==> src/rtl/prfl_pkg.sv <==
// Shared widths, register indexes and types for the FIFO/LRU page replacement core.
// Used by prfl_div and page_replacement_fifo_lru_core; depends on nothing.
package prfl_pkg;

  localparam int unsigned ADDR_W   = 10;
  localparam int unsigned PAGE_W   = 10;
  localparam int unsigned PSIZE_W  = 7;
  localparam int unsigned AGE_W    = 16;
  localparam int unsigned FAULT_W  = 16;
  localparam int unsigned FRAME_W  = 2;
  localparam int unsigned CFG_W    = 7;
  localparam int unsigned CFG_IDX_W = 1;

  localparam logic [CFG_IDX_W-1:0] REG_MODE      = 1'b0;
  localparam logic [CFG_IDX_W-1:0] REG_PAGE_SIZE = 1'b1;

  localparam logic MODE_FIFO = 1'b0;
  localparam logic MODE_LRU  = 1'b1;

  localparam logic [PSIZE_W-1:0] PAGE_SIZE_RST = 7'd10;
  localparam logic [AGE_W-1:0]   AGE_MAX       = 16'hFFFF;
  localparam logic [FAULT_W-1:0] FAULT_MAX     = 16'hFFFF;

  typedef struct packed {
    logic               start;
    logic [ADDR_W-1:0]  dividend;
    logic [PSIZE_W-1:0] divisor;
  } div_req_t;

endpackage

==> src/rtl/prfl_div.sv <==
// Restoring divider that turns an address into a page number, one quotient bit per cycle.
// Depends on prfl_pkg for widths and the request struct.
module prfl_div (
  input  logic                         clk_i,
  input  logic                         rst_ni,
  input  prfl_pkg::div_req_t           req_i,
  output logic                         done_o,
  output logic [prfl_pkg::PAGE_W-1:0]  quotient_o
);

  localparam int unsigned CntW = $clog2(prfl_pkg::ADDR_W);

  logic                           busy_q, busy_d;
  logic                           done_q, done_d;
  logic [CntW-1:0]                cnt_q, cnt_d;
  logic [prfl_pkg::PSIZE_W-1:0]   div_q, div_d;
  logic [prfl_pkg::PSIZE_W-1:0]   rem_q, rem_d;
  logic [prfl_pkg::ADDR_W-1:0]    quo_q, quo_d;
  logic [prfl_pkg::PSIZE_W:0]     trial;
  logic                           take;

  assign trial = {rem_q, quo_q[prfl_pkg::ADDR_W-1]};
  assign take  = trial >= {1'b0, div_q};

  always_comb begin
    busy_d = busy_q;
    done_d = 1'b0;
    cnt_d  = cnt_q;
    div_d  = div_q;
    rem_d  = rem_q;
    quo_d  = quo_q;
    if (req_i.start) begin
      busy_d = 1'b1;
      cnt_d  = '0;
      div_d  = req_i.divisor;
      rem_d  = '0;
      quo_d  = req_i.dividend;
    end else if (busy_q) begin
      rem_d = take ? prfl_pkg::PSIZE_W'(trial - {1'b0, div_q})
                   : prfl_pkg::PSIZE_W'(trial);
      quo_d = {quo_q[prfl_pkg::ADDR_W-2:0], take};
      cnt_d = cnt_q + CntW'(1);
      if (cnt_q == CntW'(prfl_pkg::ADDR_W - 1)) begin
        busy_d = 1'b0;
        done_d = 1'b1;
      end
    end
  end

  always_ff @(posedge clk_i or negedge rst_ni) begin
    if (!rst_ni) begin
      busy_q <= 1'b0;
      done_q <= 1'b0;
      cnt_q  <= '0;
    end else begin
      busy_q <= busy_d;
      done_q <= done_d;
      cnt_q  <= cnt_d;
    end
  end

  always_ff @(posedge clk_i) begin
    div_q <= div_d;
    rem_q <= rem_d;
    quo_q <= quo_d;
  end

  assign done_o     = done_q;
  assign quotient_o = prfl_pkg::PAGE_W'(quo_q);

endmodule

==> src/rtl/page_replacement_fifo_lru_core.sv <==
// Top level of the FIFO/LRU page replacement core: frame table, scan sequencer and output word.
// Depends on prfl_pkg and instantiates prfl_div.
//
//   Channel   Direction  Handshake                 Payload
//   in        input      in_valid_i / in_ready_o   address_i
//   out       output     out_valid_o / out_ready_i hit_o, frame_o, page_o, evicted_*, fault_count_o
//   cfg       input      cfg_we_i (no wait)        cfg_idx_i, cfg_wdata_i
//
// From acceptance, a word passes through the bit-serial divider, the one-frame-per-cycle scan
// and the update step before the output word is loaded.
// The core takes a new input word only while its sequencer is idle.
// A finished word waits in the output register; the next word then stalls in the update step.
// Reset clears the frame table, ages, pointer and fault counter at once; no sweep follows.
module page_replacement_fifo_lru_core #(
  parameter int unsigned FRAMES = 4
) (
  input  logic                             clk_i,
  input  logic                             rst_ni,
  input  logic                             in_valid_i,
  output logic                             in_ready_o,
  input  logic [prfl_pkg::ADDR_W-1:0]      address_i,
  output logic                             out_valid_o,
  input  logic                             out_ready_i,
  output logic                             hit_o,
  output logic [prfl_pkg::FRAME_W-1:0]     frame_o,
  output logic [prfl_pkg::PAGE_W-1:0]      page_o,
  output logic                             evicted_valid_o,
  output logic [prfl_pkg::PAGE_W-1:0]      evicted_page_o,
  output logic [prfl_pkg::FAULT_W-1:0]     fault_count_o,
  input  logic                             cfg_we_i,
  input  logic [prfl_pkg::CFG_IDX_W-1:0]   cfg_idx_i,
  input  logic [prfl_pkg::CFG_W-1:0]       cfg_wdata_i
);

  localparam int unsigned FiW = (FRAMES > 1) ? $clog2(FRAMES) : 1;

  localparam logic [1:0] ST_IDLE = 2'd0;
  localparam logic [1:0] ST_DIV  = 2'd1;
  localparam logic [1:0] ST_SCAN = 2'd2;
  localparam logic [1:0] ST_UPD  = 2'd3;

  logic [1:0]                     state_q, state_d;
  logic                           mode_q;
  logic [prfl_pkg::PSIZE_W-1:0]   page_size_q;

  logic [prfl_pkg::PAGE_W-1:0]    frame_page_q [FRAMES];
  logic [prfl_pkg::PAGE_W-1:0]    frame_page_d [FRAMES];
  logic [FRAMES-1:0]              frame_valid_q, frame_valid_d;
  logic [prfl_pkg::AGE_W-1:0]     frame_age_q [FRAMES];
  logic [prfl_pkg::AGE_W-1:0]     frame_age_d [FRAMES];
  logic [FiW-1:0]                 ptr_q, ptr_d;
  logic [prfl_pkg::FAULT_W-1:0]   faults_q, faults_d;

  logic [prfl_pkg::PAGE_W-1:0]    page_q, page_d;
  logic [FiW-1:0]                 scan_idx_q, scan_idx_d;
  logic                           hit_found_q, hit_found_d;
  logic [FiW-1:0]                 hit_idx_q, hit_idx_d;
  logic                           empty_found_q, empty_found_d;
  logic [FiW-1:0]                 empty_idx_q, empty_idx_d;
  logic [prfl_pkg::AGE_W-1:0]     best_age_q, best_age_d;
  logic [FiW-1:0]                 best_idx_q, best_idx_d;
  logic [prfl_pkg::PAGE_W-1:0]    best_page_q, best_page_d;
  logic [prfl_pkg::PAGE_W-1:0]    ptr_page_q, ptr_page_d;

  logic                           out_valid_q, out_valid_d;
  logic                           hit_q, hit_d;
  logic [FiW-1:0]                 frame_q, frame_d;
  logic [prfl_pkg::PAGE_W-1:0]    out_page_q, out_page_d;
  logic                           ev_valid_q, ev_valid_d;
  logic [prfl_pkg::PAGE_W-1:0]    ev_page_q, ev_page_d;

  prfl_pkg::div_req_t             div_req;
  logic                           div_done;
  logic [prfl_pkg::PAGE_W-1:0]    div_quo;
  logic                           in_fire;
  logic                           scan_last;
  logic                           can_load;

  assign in_ready_o = (state_q == ST_IDLE);
  assign in_fire    = in_valid_i && in_ready_o;
  assign scan_last  = (scan_idx_q == FiW'(FRAMES - 1));
  assign can_load   = !out_valid_q || out_ready_i;

  assign div_req.start    = in_fire;
  assign div_req.dividend = address_i;
  assign div_req.divisor  = (page_size_q == '0) ? prfl_pkg::PSIZE_W'(1) : page_size_q;

  prfl_div u_div (
    .clk_i      (clk_i),
    .rst_ni     (rst_ni),
    .req_i      (div_req),
    .done_o     (div_done),
    .quotient_o (div_quo)
  );

  always_comb begin
    logic [FiW-1:0] used;
    state_d       = state_q;
    frame_page_d  = frame_page_q;
    frame_valid_d = frame_valid_q;
    frame_age_d   = frame_age_q;
    ptr_d         = ptr_q;
    faults_d      = faults_q;
    page_d        = page_q;
    scan_idx_d    = scan_idx_q;
    hit_found_d   = hit_found_q;
    hit_idx_d     = hit_idx_q;
    empty_found_d = empty_found_q;
    empty_idx_d   = empty_idx_q;
    best_age_d    = best_age_q;
    best_idx_d    = best_idx_q;
    best_page_d   = best_page_q;
    ptr_page_d    = ptr_page_q;
    out_valid_d   = out_valid_q && !out_ready_i;
    hit_d         = hit_q;
    frame_d       = frame_q;
    out_page_d    = out_page_q;
    ev_valid_d    = ev_valid_q;
    ev_page_d     = ev_page_q;
    used          = '0;

    unique case (state_q)
      ST_IDLE: begin
        if (in_fire) begin
          state_d = ST_DIV;
        end
      end
      ST_DIV: begin
        if (div_done) begin
          page_d        = div_quo;
          scan_idx_d    = '0;
          hit_found_d   = 1'b0;
          empty_found_d = 1'b0;
          state_d       = ST_SCAN;
        end
      end
      ST_SCAN: begin
        // One frame per cycle through the shared compare logic.
        if (!hit_found_q && frame_valid_q[scan_idx_q]
            && frame_page_q[scan_idx_q] == page_q) begin
          hit_found_d = 1'b1;
          hit_idx_d   = scan_idx_q;
        end
        if (!empty_found_q && !frame_valid_q[scan_idx_q]) begin
          empty_found_d = 1'b1;
          empty_idx_d   = scan_idx_q;
        end
        if (scan_idx_q == '0 || frame_age_q[scan_idx_q] > best_age_q) begin
          best_age_d  = frame_age_q[scan_idx_q];
          best_idx_d  = scan_idx_q;
          best_page_d = frame_page_q[scan_idx_q];
        end
        if (scan_idx_q == ptr_q) begin
          ptr_page_d = frame_page_q[scan_idx_q];
        end
        if (scan_last) begin
          state_d = ST_UPD;
        end else begin
          scan_idx_d = scan_idx_q + FiW'(1);
        end
      end
      ST_UPD: begin
        if (can_load) begin
          ev_valid_d = 1'b0;
          ev_page_d  = '0;
          if (hit_found_q) begin
            used = hit_idx_q;
          end else begin
            if (faults_q != prfl_pkg::FAULT_MAX) begin
              faults_d = faults_q + prfl_pkg::FAULT_W'(1);
            end
            if (empty_found_q) begin
              used = empty_idx_q;
              frame_valid_d[used] = 1'b1;
              frame_page_d[used]  = page_q;
            end else begin
              if (mode_q == prfl_pkg::MODE_LRU) begin
                used      = best_idx_q;
                ev_page_d = best_page_q;
              end else begin
                used      = ptr_q;
                ev_page_d = ptr_page_q;
                ptr_d     = (ptr_q == FiW'(FRAMES - 1)) ? '0 : ptr_q + FiW'(1);
              end
              ev_valid_d         = 1'b1;
              frame_page_d[used] = page_q;
            end
          end
          if (mode_q == prfl_pkg::MODE_LRU) begin
            // On eviction every other frame ages; otherwise only the other valid frames.
            for (int unsigned j = 0; j < FRAMES; j++) begin
              if ((frame_valid_q[j] || (!hit_found_q && !empty_found_q))
                  && frame_age_q[j] != prfl_pkg::AGE_MAX) begin
                frame_age_d[j] = frame_age_q[j] + prfl_pkg::AGE_W'(1);
              end
            end
            frame_age_d[used] = '0;
          end
          hit_d       = hit_found_q;
          frame_d     = used;
          out_page_d  = page_q;
          out_valid_d = 1'b1;
          state_d     = ST_IDLE;
        end
      end
      default: state_d = ST_IDLE;
    endcase
  end

  always_ff @(posedge clk_i or negedge rst_ni) begin
    if (!rst_ni) begin
      state_q       <= ST_IDLE;
      mode_q        <= prfl_pkg::MODE_FIFO;
      page_size_q   <= prfl_pkg::PAGE_SIZE_RST;
      frame_valid_q <= '0;
      ptr_q         <= '0;
      faults_q      <= '0;
      out_valid_q   <= 1'b0;
      for (int unsigned i = 0; i < FRAMES; i++) begin
        frame_page_q[i] <= '0;
        frame_age_q[i]  <= '0;
      end
    end else begin
      state_q       <= state_d;
      frame_valid_q <= frame_valid_d;
      ptr_q         <= ptr_d;
      faults_q      <= faults_d;
      out_valid_q   <= out_valid_d;
      frame_page_q  <= frame_page_d;
      frame_age_q   <= frame_age_d;
      if (cfg_we_i) begin
        unique case (cfg_idx_i)
          prfl_pkg::REG_MODE:      mode_q      <= cfg_wdata_i[0];
          prfl_pkg::REG_PAGE_SIZE: page_size_q <= cfg_wdata_i;
        endcase
      end
    end
  end

  always_ff @(posedge clk_i) begin
    page_q        <= page_d;
    scan_idx_q    <= scan_idx_d;
    hit_found_q   <= hit_found_d;
    hit_idx_q     <= hit_idx_d;
    empty_found_q <= empty_found_d;
    empty_idx_q   <= empty_idx_d;
    best_age_q    <= best_age_d;
    best_idx_q    <= best_idx_d;
    best_page_q   <= best_page_d;
    ptr_page_q    <= ptr_page_d;
    hit_q         <= hit_d;
    frame_q       <= frame_d;
    out_page_q    <= out_page_d;
    ev_valid_q    <= ev_valid_d;
    ev_page_q     <= ev_page_d;
  end

  assign out_valid_o     = out_valid_q;
  assign hit_o           = hit_q;
  assign frame_o         = prfl_pkg::FRAME_W'(frame_q);
  assign page_o          = out_page_q;
  assign evicted_valid_o = ev_valid_q;
  assign evicted_page_o  = ev_page_q;
  assign fault_count_o   = faults_q;

  a_accept_starts_div : assert property (@(posedge clk_i) disable iff (!rst_ni)
    in_valid_i && in_ready_o |=> state_q == ST_DIV)
    else $error("Accepted word did not start the divider.");

  a_div_done_in_div : assert property (@(posedge clk_i) disable iff (!rst_ni)
    div_done |-> state_q == ST_DIV)
    else $error("Divider finished outside the divide step.");

  a_scan_to_update : assert property (@(posedge clk_i) disable iff (!rst_ni)
    state_q == ST_SCAN && scan_last |=> state_q == ST_UPD)
    else $error("Frame scan did not end in the update step.");

  a_hit_no_evict : assert property (@(posedge clk_i) disable iff (!rst_ni)
    out_valid_o && hit_o |-> !evicted_valid_o)
    else $error("A hit reported an eviction.");

  a_faults_monotonic : assert property (@(posedge clk_i) disable iff (!rst_ni)
    faults_q >= $past(faults_q))
    else $error("Fault counter decreased.");

endmodule
==> config.mk <==
export PLATFORM = sky130hd
export DESIGN_NAME = page_replacement_fifo_lru_core
export DESIGN_NICKNAME = d
export VERILOG_FILES = /design/src/rtl/prfl_pkg.sv /design/src/rtl/prfl_div.sv /design/src/rtl/page_replacement_fifo_lru_core.sv
export SDC_FILE = /design/constraint.sdc
export NUM_CORES = 1
export LEC_CHECK = 0
export BUFFER_PORTS_ARGS = -buffer_cell sky130_fd_sc_hd__clkbuf_2
export CAP_MARGIN = 5
export CORE_ASPECT_RATIO = 0.75
export CORE_UTILIZATION = 45
export CTS_CLUSTER_DIAMETER = 200
export CTS_CLUSTER_SIZE = 30
export DETAILED_ROUTE_END_ITERATION = 10
export PLACE_DENSITY_LB_ADDON = 0.08
export SETUP_SLACK_MARGIN = 0.15
export SLEW_MARGIN = 10
export SYNTH_ARGS = -nofsm -noshare
export SYNTH_HDL_FRONTEND = slang
export SYNTH_SLANG_ARGS = --single-unit
==> constraint.sdc <==
create_clock -name clk_i -period 7.8 [get_ports clk_i]
set_clock_uncertainty 0.05 [all_clocks]
set_input_delay 0.39 -clock clk_i [delete_from_list [all_inputs] [get_ports clk_i]]
set_output_delay 0.39 -clock clk_i [all_outputs]
set_load 0.1 [all_outputs]
==> impl_metrics.csv, run 1 <==
group,metric,value,unit
routing,drtIter0Drc,527,
critical_path,crit_start,"scan_idx_q[0]",
routing,vias,7505,
critical_path,cp-end-kind,"register",
synthesis,synth_area_per_cell,12.3,sq um
sta,slew_violations,0,
outcome,status,"complete, no violations",
power,p_sw_frac,0.403,
cts,root_buffer,"clkbuf_16",
synthesis,ys_ff_latch,247,
placement,port_buffers,64,
power,p_comb_frac,0.389,
sta,maxSlewHeadroom,0.237,
routing,drtAntennaViolNets,0,
cells_and_area,area_delta_synth_final,8.60,%
grt,grt_usage,0.197,
cells_and_area,final_area,0.0131,sq mm
power,p_clk_frac,0.162,
cells_and_area,drive_gt1_frac,0.176,
critical_path,path_max_fanout,34,
synthesis,synth-warning-count,0,
floorplanning,dieArea,0.0274,sq mm
floorplanning,coreArea,0.0261,sq mm
synthesis,muxShareOfSynthArea,0.122,
sta,rsz0062_at_grt,"false",
cts,clockBufferDepth,3,
grt,grt_pass1_wl,41.5,mm
synthesis,synth_compound_area_frac,0.0656,
cells_and_area,antenna_cells,0,
routing,drc_errors,0,
synthesis,synthArstFlopShare,0.579,
sta,setup_tns,0,ns
cts,post-cts-setup-buffer-count,0,
grt,grt_overflow,0,
grt,grt_max_degree,88,
routing,vias_per_cell,5.43,
flow_run,drv_cap,0,
critical_path,crit_end,"best_page_q[1]",
critical_path,r2r_slack,4.03,ns
cts,clk_latency,0.49,ns
synthesis,syn-num-nets,1038,
cts,clkSlewWorstSetupHoldPaths,0.12,ns
floorplanning,die_h,144,um
sta,fin_crit_sh,0.483,
placement,gp_congestion,0.843,
routing,drt_first_pass_iters,5,
synthesis,synth_cells,977,
grt,antenna_found_initial,0,
cells_and_area,nFillCells,2350,
synthesis,synth_xor_area_frac,0.0641,
cts,cts_tree,"done",
hold_path,min_path_type,"input pin to register",
floorplanning,rows,51,
cts,cts_sinks,247,
sta,period_needed,3.77,ns
cells_and_area,finalNetCount,1093,
power,p_seq_frac,0.448,
floorplanning,die_x,191,um
synthesis,synth_cell_types,80,
critical_path,start_kind,"register",
cts,cts_max_level,1,
cts,numCtsBuffers,12,
sta,tightest_slew,1.14,ns
synthesis,syn_area,0.0120,sq mm
power,power_density,350,mW/mm^2
power,ir_drop,0.354,mV
synthesis,yosys.area_share.simple,0.128,
floorplanning,ios,65,
synthesis,synth_fa_ha_area_frac,0.0402,
grt,grt_pass1_vias,7182,
placement,dpl.hpwl,18.9,mm
synthesis,synth_edf_count,97,
synthesis,synth_ff_type,"dfrtp_1",
sta,finalSetupViolCount,0,
sta,max_freq,265,MHz
synthesis,yosysSeqAreaShare,0.552,
power,p_int,0.00273,W
floorplanning,start_util,0.461,
placement,dpl-instance-area,0.0127,sq mm
synthesis,synth_top_family_by_area,"simple AND/OR/NAND/NOR gates",
routing,wl_per_cell,18.8,um
power,leakage,5.63,nW
sta,timing.final.hold_violations,0,
critical_path,cp_data_required_time,7.91,ns
critical_path,r2r_end,"best_page_q[1]",
critical_path,r2r_cells,8,
routing,routed_wl,26.0,mm
critical_path,arrival,3.88,ns
power,p_sw,0.00184,W
critical_path,worstReg2RegStart,"scan_idx_q[0]",
critical_path,path_class,"register to register",
[power by group through the flow]
stage          combinational [W]  sequential, W  clock [W]
2_1_floorplan            0.00114        0.00232          0
3_3_place_gp             0.00177        0.00207          0
3_5_place_dp             0.00179        0.00207          0
4_1_cts                  0.00179        0.00205   0.000773
5_1_grt                  0.00194        0.00209   0.000808
6_report                 0.00178        0.00205   0.000741
[registers in the layout (all words and copies together) (netlist names), 4 cells and up]
name,flops
frame_age_q,64
frame_page_q,40
best_age_q,16
fault_count_o,16
best_page_q,10
evicted_page_o,10
page_o,10
page_q,10
ptr_page_q,10
u_div.quotient_o,10
page_size_q,7
u_div.div_q,7
u_div.rem_q,7
frame_valid_q,4
u_div.cnt_q,4
[layer usage]
metal	GRT usage	vias to the layer above	share of wire
li1	-	3617	-
met1	0.322	3706	0.53
met2	0.263	167	0.39
met3	0.0466	15	0.067
met4	0.0307	0	0.0099
met5	0	-	0
[synth_stat cells, types with 3 or more instances]
library cell  number  area, sq um
a21o_1             9         67.6
a21oi_1           18         90.1
a31oi_1            3         18.8
and2_1             7         43.8
and3_1            16          100
and4_1             7         61.3
buf_2              7         35.0
buf_4              5         37.5
clkbuf_1          15         56.3
dfrtp_1          141         3530
dfxtp_1            7          140
edfxtp_1          97         2910
ha_1              37          463
inv_1             46          173
mux2_2            53          597
mux2i_1           39          390
mux4_1             3         78.8
mux4_2            16          360
nand2_1           72          270
nand2b_1           6         37.5
nand3_1           31          155
nand4_1           30          188
nor2_1           103          387
nor2b_1            8         50.1
nor3_1            13         65.1
nor4_1             7         43.8
o2111ai_1          5         43.8
o21a_1             6         45.0
o21ai_0           15         75.1
or2_2              3         18.8
xnor2_1           37          324
xor2_1            51          447
[worst min-delay path by stage]
stage                             start               end  slack [ns]  depth (start not counted)
detailed placement  u_div.quotient_o[2]         page_q[2]        0.39                          0
CTS                      cfg_wdata_i[6]    page_size_q[6]        0.05                          2
floorplan                        rst_ni  fault_count_o[0]        0.04                          0
global route             cfg_wdata_i[4]    page_size_q[4]        0.06                          2
finish                   cfg_wdata_i[6]    page_size_q[6]        0.07                          2
global placement    u_div.quotient_o[2]         page_q[2]        0.39                          0
[worst max-delay path, cell delays in order (launching register included)]
cell and delay [ns]:
edfxtp_1 0.68, buf_4 0.59, mux4_2 0.59, ha_1 0.31, nand4_1 0.17, a2111oi_0 0.40
nor3_1 0.13, o21ai_2 0.14, buf_4 0.36
[through the flow]
step | utilization | instances | hold WS [ns] | worst slack [ns] | total power (W)
detailed placement | 0.485 | 1361 | 0.390 | 4.04 | 0.00386
floorplan | - | 977 | 0.0444 | 2.53 | 0.00345
global route | 0.500 | 1382 | 0.0581 | 3.80 | 0.00485
global placement | 0.485 | 1361 | 0.388 | 4.09 | 0.00384
CTS | 0.500 | 1382 | 0.0498 | 3.99 | 0.00461
finish | 0.500 | 1382 | 0.0704 | 4.03 | 0.00456
[kinds of logic (layout without fill, tap and decap cells)]
kind of cell / count (synthesis) / in the layout
flops: 247 / 247
compound gates: 96 / 96
simple gates: 316 / 316
mux: 113 / 113
buf+inv: 79 / 140
xor+xnor: 88 / 88
fa+ha+maj: 38 / 38
[cell usage in the layout (no fill, tap or decap), drive strengths merged, types with 9 or more instances in the layout]
| master | instances |
|---|---|
| a21o | 9 |
| a21oi | 20 |
| and3 | 16 |
| clkbuf | 82 |
| dfrtp | 141 |
| edfxtp | 97 |
| ha | 37 |
| inv | 48 |
| mux2 | 53 |
| mux2i | 41 |
| mux4 | 19 |
| nand2 | 72 |
| nand3 | 31 |
| nand4 | 30 |
| nor2 | 105 |
| nor3 | 15 |
| o21ai | 17 |
| xnor2 | 37 |
| xor2 | 51 |
[final cells by class]
cell class	instances	area, sq um	area share
sequential	247	6630	0.508
multi-input combinational	651	5040	0.386
tap	344	430	0.0330
timing repair buffer	72	389	0.0298
clock buffer	19	348	0.0266
inverter	48	180	0.0138
clock inverter	1	30.0	0.00230
[what timing repair did]
action / 4_1_cts / 5_1_grt
endpoints found under the setup margin: 0 / 0
resized for setup: 0 / 0
hold buffers: 1 / 0
endpoints found under the hold margin: 84 / 0
(Power assumes the default switching activity.)
==> run 2, diff against run 1 <==
clock period = 3.25 ns   (was 7.8 ns; I/O delays follow)
==> run 2 against run 1 <==
Against the previous run: die area unchanged; critical endpoint is now best_age_q[4]; via count is 1.7% higher; worst setup slack got worse by 3.7 ns; critical path depth increased by 2; total power is 150% higher; utilization grew 1.5 points; sequential share of layout area fell by 1.5 points; clock power rose by 140%; sequential power rose by 140%; critical path type unchanged; non-clock buffer count is 33 higher; maximum frequency grew 28%; design area rose by 3.0%.
==> impl_metrics.csv, run 2 (synthesis results as in run 1) <==
group,metric,value,unit
outcome,status,"complete, no violations",
cells_and_area,register_area,0.00663,sq mm
hold_path,min_path_type,"input pin to register",
critical_path,cp_top_family,"compound AO/OA/AOI/OAI gates",
cts,root_buffer,"clkbuf_16",
sta,holdWs,0.0265,ns
critical_path,critPathBufInv,2,
floorplanning,dieArea,0.0274,sq mm
routing,drt_first_pass_iters,5,
placement,dp_cells,1374,
flow_run,drv_cap,0,
cells_and_area,utilization,0.515,
grt,grt_max_degree,85,
cts,cts_max_level,1,
cts,clkSlewWorstSetupHoldPaths,0.12,ns
critical_path,path_max_fanout,12,
cts,clk_latency,0.50,ns
grt,grt_pass1_wl,42.1,mm
sta,tightest_slew,0.850,ns
power,leakage,5.81,nW
floorplanning,die_h,144,um
sta,fin_crit_sh,0.902,
cts,cts_sinks,247,
critical_path,path_class,"register to register",
cells_and_area,layout_commonest_cell,"dfrtp_1",
cells_and_area,layout_common_cells,"dfrtp_1, nor2_1, edfxtp_1",
critical_path,slowest_stage,"mux4_2",
cells_and_area,finalNetCount,1126,
sta,finalSetupViolCount,0,
grt,antenna_found_initial,1,
cells_and_area,drive_gt1_frac,0.187,
hold_path,min_from,"in_valid_i",
sta,slew_violations,0,
cts,cts_tree,"done",
cts,numCtsBuffers,12,
critical_path,crit_start,"scan_idx_q[0]",
grt,grt_overflow,0,
routing,vias_per_cell,5.39,
sta,maxSlewHeadroom,0.433,
placement,port_buffers,64,
power,power_density,834,mW/mm^2
critical_path,start_kind,"register",
critical_path,cp-end-kind,"register",
sta,rsz0062_at_grt,"false",
cells_and_area,top_regs,"frame_age_q (64), frame_page_q (40)",
cts,clockBufferDepth,3,
routing,vias,7634,
sta,max_freq,341,MHz
placement,gp_congestion,0.852,
routing,drtAntennaViolNets,0,
cells_and_area,largest_reg_flops,64,
sta,timing.final.hold_violations,0,
grt,grt_pass1_vias,7281,
critical_path,cp_data_required_time,3.41,ns
critical_path,slowest_delay,0.52,ns
floorplanning,coreArea,0.0261,sq mm
cells_and_area,area_delta_synth_final,11.9,%
cells_and_area,multi_input_area,0.00506,sq mm
placement,dpl.hpwl,18.7,mm
routing,drtIter0Drc,429,
power,ir_drop,0.700,mV
floorplanning,ios,65,
routing,routed_wl,26.3,mm
critical_path,worstReg2RegStart,"scan_idx_q[0]",
cells_and_area,nFillCells,2246,
floorplanning,start_util,0.461,
critical_path,timing.critical_path.cells,"buf_12 > mux4_2 > ha_1 > nor2b_1 > o21a_1 > o21ai_0 > a2111oi_2 > nor3_1 > o21ai_4 > buf_6",
floorplanning,die_x,191,um
routing,wl_per_cell,18.6,um
critical_path,arrival,3.09,ns
routing,drc_errors,0,
sta,period_needed,2.93,ns
grt,grt_usage,0.199,
floorplanning,rows,51,
cells_and_area,stdcell_count,1416,
cells_and_area,top_register,"frame_age_q",
-- run 2: cell types whose count changed in the layout (fill, tap and decap cells not counted), sizes merged --
| cell | change |
|---|---|
| dlygate4sd3 | +18 |
| buf | +14 |
| diode | +1 |
| clkbuf | +1 |
-- run 2: final cells by class --
class | count | area share
Clock buffer | 19 | 0.0259
Timing Repair Buffer | 105 | 0.0569
Inverter | 48 | 0.0134
Tap cell | 344 | 0.0320
Sequential cell | 247 | 0.493
Multi-Input combinational cell | 651 | 0.376
Clock inverter | 1 | 0.00223
Antenna cell | 1 | 0.000186
-- run 2: repair_timing --
action,in CTS,in global routing
hold buffers,19,0
gates resized for setup,0,1
endpoints found under the hold margin,101,0
buffers inserted,0,1
endpoints found under the setup margin,0,26
-- run 2: worst min-delay path: stages --
cell and delay (ns):
clkbuf_2 0.11, inv_1 0.05, a21oi_1 0.08, nand2_1 0.06, o21ai_0 0.07
-- run 2: worst paths after layout --
check / to / slack [ns] / cells past startpoint
worst max-delay path: best_age_q[4] / 0.32 / 10
worst min-delay path: state_q[1] / 0.03 / 5
worst max register to register: best_age_q[4] / 0.32 / 10
worst min register to register: page_q[8] / 0.42 / 0
max in group asynchronous: page_size_q[3] / 2.06 / 3
min in group asynchronous: frame_age_q[41] / 0.24 / 2
-- run 2: stage by stage --
| stage | worst slack (ns) | cell area [sq um] | setup TNS [ns] | total power (W) |
|---|---|---|---|---|
| global route | 0.129 | 13400 | 0 | 0.0119 |
| finish | 0.318 | 13400 | 0 | 0.0112 |
| CTS | 0.245 | 13400 | 0 | 0.0113 |
| detailed placement | 0.264 | 12800 | 0 | 0.00942 |
| floorplan | -0.0916 | 12100 | -2.56 | 0.00833 |
| global placement | 0.315 | 12800 | 0 | 0.00935 |
-- run 2: power by group --
part	leakage [nW]	total, W	internal [W]	switching, W
logic	2.80	0.00455	0.00165	0.00290
clock network	0.179	0.00180	0.000771	0.00103
registers	2.83	0.00486	0.00429	0.000577
-- run 2: routing by layer --
metal	share of wire	up-vias	track usage
li1	-	3688	-
met1	0.54	3763	0.336
met2	0.39	165	0.262
met3	0.058	18	0.0352
met4	0.013	0	0.0299
met5	0	-	0.00366
==> run 3, diff against run 2 <==
BUFFER_PORTS_ARGS = default   (was -buffer_cell sky130_fd_sc_hd__clkbuf_2)
DONT_BUFFER_PORTS = 1   (was default)
PLACE_DENSITY_LB_ADDON = default   (was 0.08)
==> run 3 against run 2 <==
Against the previous run: worst setup slack lost 0.012 ns; maximum frequency shrank 0.40%; sequential cell count did not move; via count shrank 3.2%; worst hold slack got worse by 0.72 ns; sequential share of layout area rose by 0.90 points; critical endpoint is now best_age_q[12]; first-iteration DRC count up 11%; cell count down 3.5%; the run now ends with negative hold slack left; critical path depth stayed put.
==> impl_metrics.csv, run 3 (synthesis results as in run 1) <==
group,metric,value,unit
sta,slew_violations,0,
grt,grt_usage,0.192,
sta,rsz0062_at_grt,"false",
cells_and_area,area_delta_synth_final,9.87,%
cts,cts_tree,"done",
power,finalPower,0.0110,W
cts,root_buffer,"clkbuf_16",
floorplanning,die_h,144,um
sta,setup_tns,0,ns
grt,grt_overflow,0,
floorplanning,start_util,0.461,
cts,clk_latency,0.50,ns
cts,cts_max_level,1,
power,ir_drop,0.504,mV
routing,routed_wl,25.1,mm
routing,drtAntennaViolNets,0,
cells_and_area,top_register,"frame_age_q",
placement,dpl.hpwl,18.2,mm
floorplanning,coreArea,0.0261,sq mm
routing,drt_first_pass_iters,5,
placement,port_buffers,0,
sta,fin_crit_sh,0.906,
cells_and_area,top_regs,"frame_age_q (64), frame_page_q (40)",
sta,holdWs,-0.698,ns
cts,post-cts-setup-buffer-count,0,
cts,clkSlewWorstSetupHoldPaths,0.11,ns
cells_and_area,layout_common_cells,"dfrtp_1, nor2_1, edfxtp_1",
hold_path,min_path_type,"input pin to asynchronous set/reset pin",
cts,clockBufferDepth,3,
critical_path,path_class,"register to register",
cells_and_area,finalNetCount,1078,
floorplanning,die_x,191,um
critical_path,cp-end-kind,"register",
grt,grt_pass1_vias,7271,
sta,period_needed,2.94,ns
power,leakage,5.61,nW
sta,finalWorstSetupSlack,0.306,ns
floorplanning,dieArea,0.0274,sq mm
floorplanning,ios,65,
critical_path,cp_data_required_time,3.40,ns
flow_run,drv_cap,0,
routing,wl_per_cell,18.4,um
cts,cts_sinks,247,
grt,antenna_found_initial,0,
routing,vias_per_cell,5.41,
grt,grt_pass1_wl,40.7,mm
grt,grt_max_degree,144,
critical_path,arrival,3.10,ns
sta,max_freq,340,MHz
sta,timing.final.hold_violations,143,
routing,drc_errors,0,
routing,vias,7391,
sta,tightest_slew,0.959,ns
routing,drtIter0Drc,475,
sta,maxSlewHeadroom,0.362,
critical_path,start_kind,"register",
placement,gp_congestion,0.885,
placement,place_ws,0.249,ns
floorplanning,rows,51,
outcome,violations,"negative hold slack",
cells_and_area,antenna_cells,0,
power,power_density,833,mW/mm^2
cells_and_area,largest_reg_flops,64,
cells_and_area,drive_gt1_frac,0.151,
cells_and_area,layout_commonest_cell,"dfrtp_1",
critical_path,path_max_fanout,16,
sta,finalSetupViolCount,0,
outcome,status,"complete, but fails checks",
cts,numCtsBuffers,12,
cts,hold_buffers,20,
-- run 3: cell count changes in the layout (fill, tap and decap cells not counted), sizes merged --
cell	before	now
clkbuf	83	19
dlygate4sd3	19	20
buf	22	37
diode	1	0
-- run 3: final cells by class --
type,instances,area [sq um]
multi-input cells,651,5070
clock inverters,1,30.0
fillers,2296,12900
repair buffers,57,510
flip-flops and latches,247,6630
clock buffers,19,348
well taps,344,430
inverters,48,180
-- run 3: through the flow --
stage,hold WS [ns],instance area (sq um),utilization,cells
finish,-0.698,13200,0.506,1367
global route,-0.728,13200,0.506,1367
CTS,-0.719,13200,0.505,1367
detailed placement,-0.178,12600,0.483,1327
global placement,-0.179,12600,0.483,1327
floorplan,-0.183,12100,-,977
-- run 3: timing repair --
item,4_1_cts,5_1_grt
gates resized for setup,0,5
setup endpoints to repair,0,31
endpoints found under the hold margin,166,143
-- run 3: layer usage --
layer	share of wire	up-vias	wire length (um)	GRT usage
li1	-	3588	-	-
met1	0.53	3624	13300	0.313
met2	0.40	161	10000	0.263
met3	0.062	18	1560	0.0379
met4	0.0092	0	231	0.0269
met5	0	-	0	0
-- run 3: report_power, final --
part | internal, W | leakage, nW | total, W | switching, W
logic | 0.00157 | 2.59 | 0.00378 | 0.00221
registers | 0.00429 | 2.83 | 0.00545 | 0.00116
clock network | 0.000770 | 0.179 | 0.00177 | 0.00100
total | 0.00663 | 5.61 | 0.0110 | 0.00437
-- run 3: path summary, 6_finish.rpt --
path	startpoint	endpoint	slack, ns	depth (start not counted)
setup / recovery	scan_idx_q[0]	best_age_q[12]	0.31	10
hold / removal	rst_ni	u_div.cnt_q[2]	-0.70	0
setup reg to reg	scan_idx_q[0]	best_age_q[12]	0.31	10
hold reg to reg	u_div.quotient_o[2]	page_q[2]	0.42	0
max in group asynchronous	rst_ni	frame_page_q[38]	3.44	0
min in group clk_i	out_ready_i	out_valid_o	0.04	2
-- run 3: worst max-delay path, stage by stage (launching register included) --
cell,delay [ns]
edfxtp_1,0.43
buf_12,0.18
mux4_2,0.53
ha_1,0.31
nor2b_1,0.15
o21a_1,0.12
o21ai_0,0.09
a2111oi_2,0.34
nor3_2,0.09
o21ai_4,0.17
buf_6,0.19
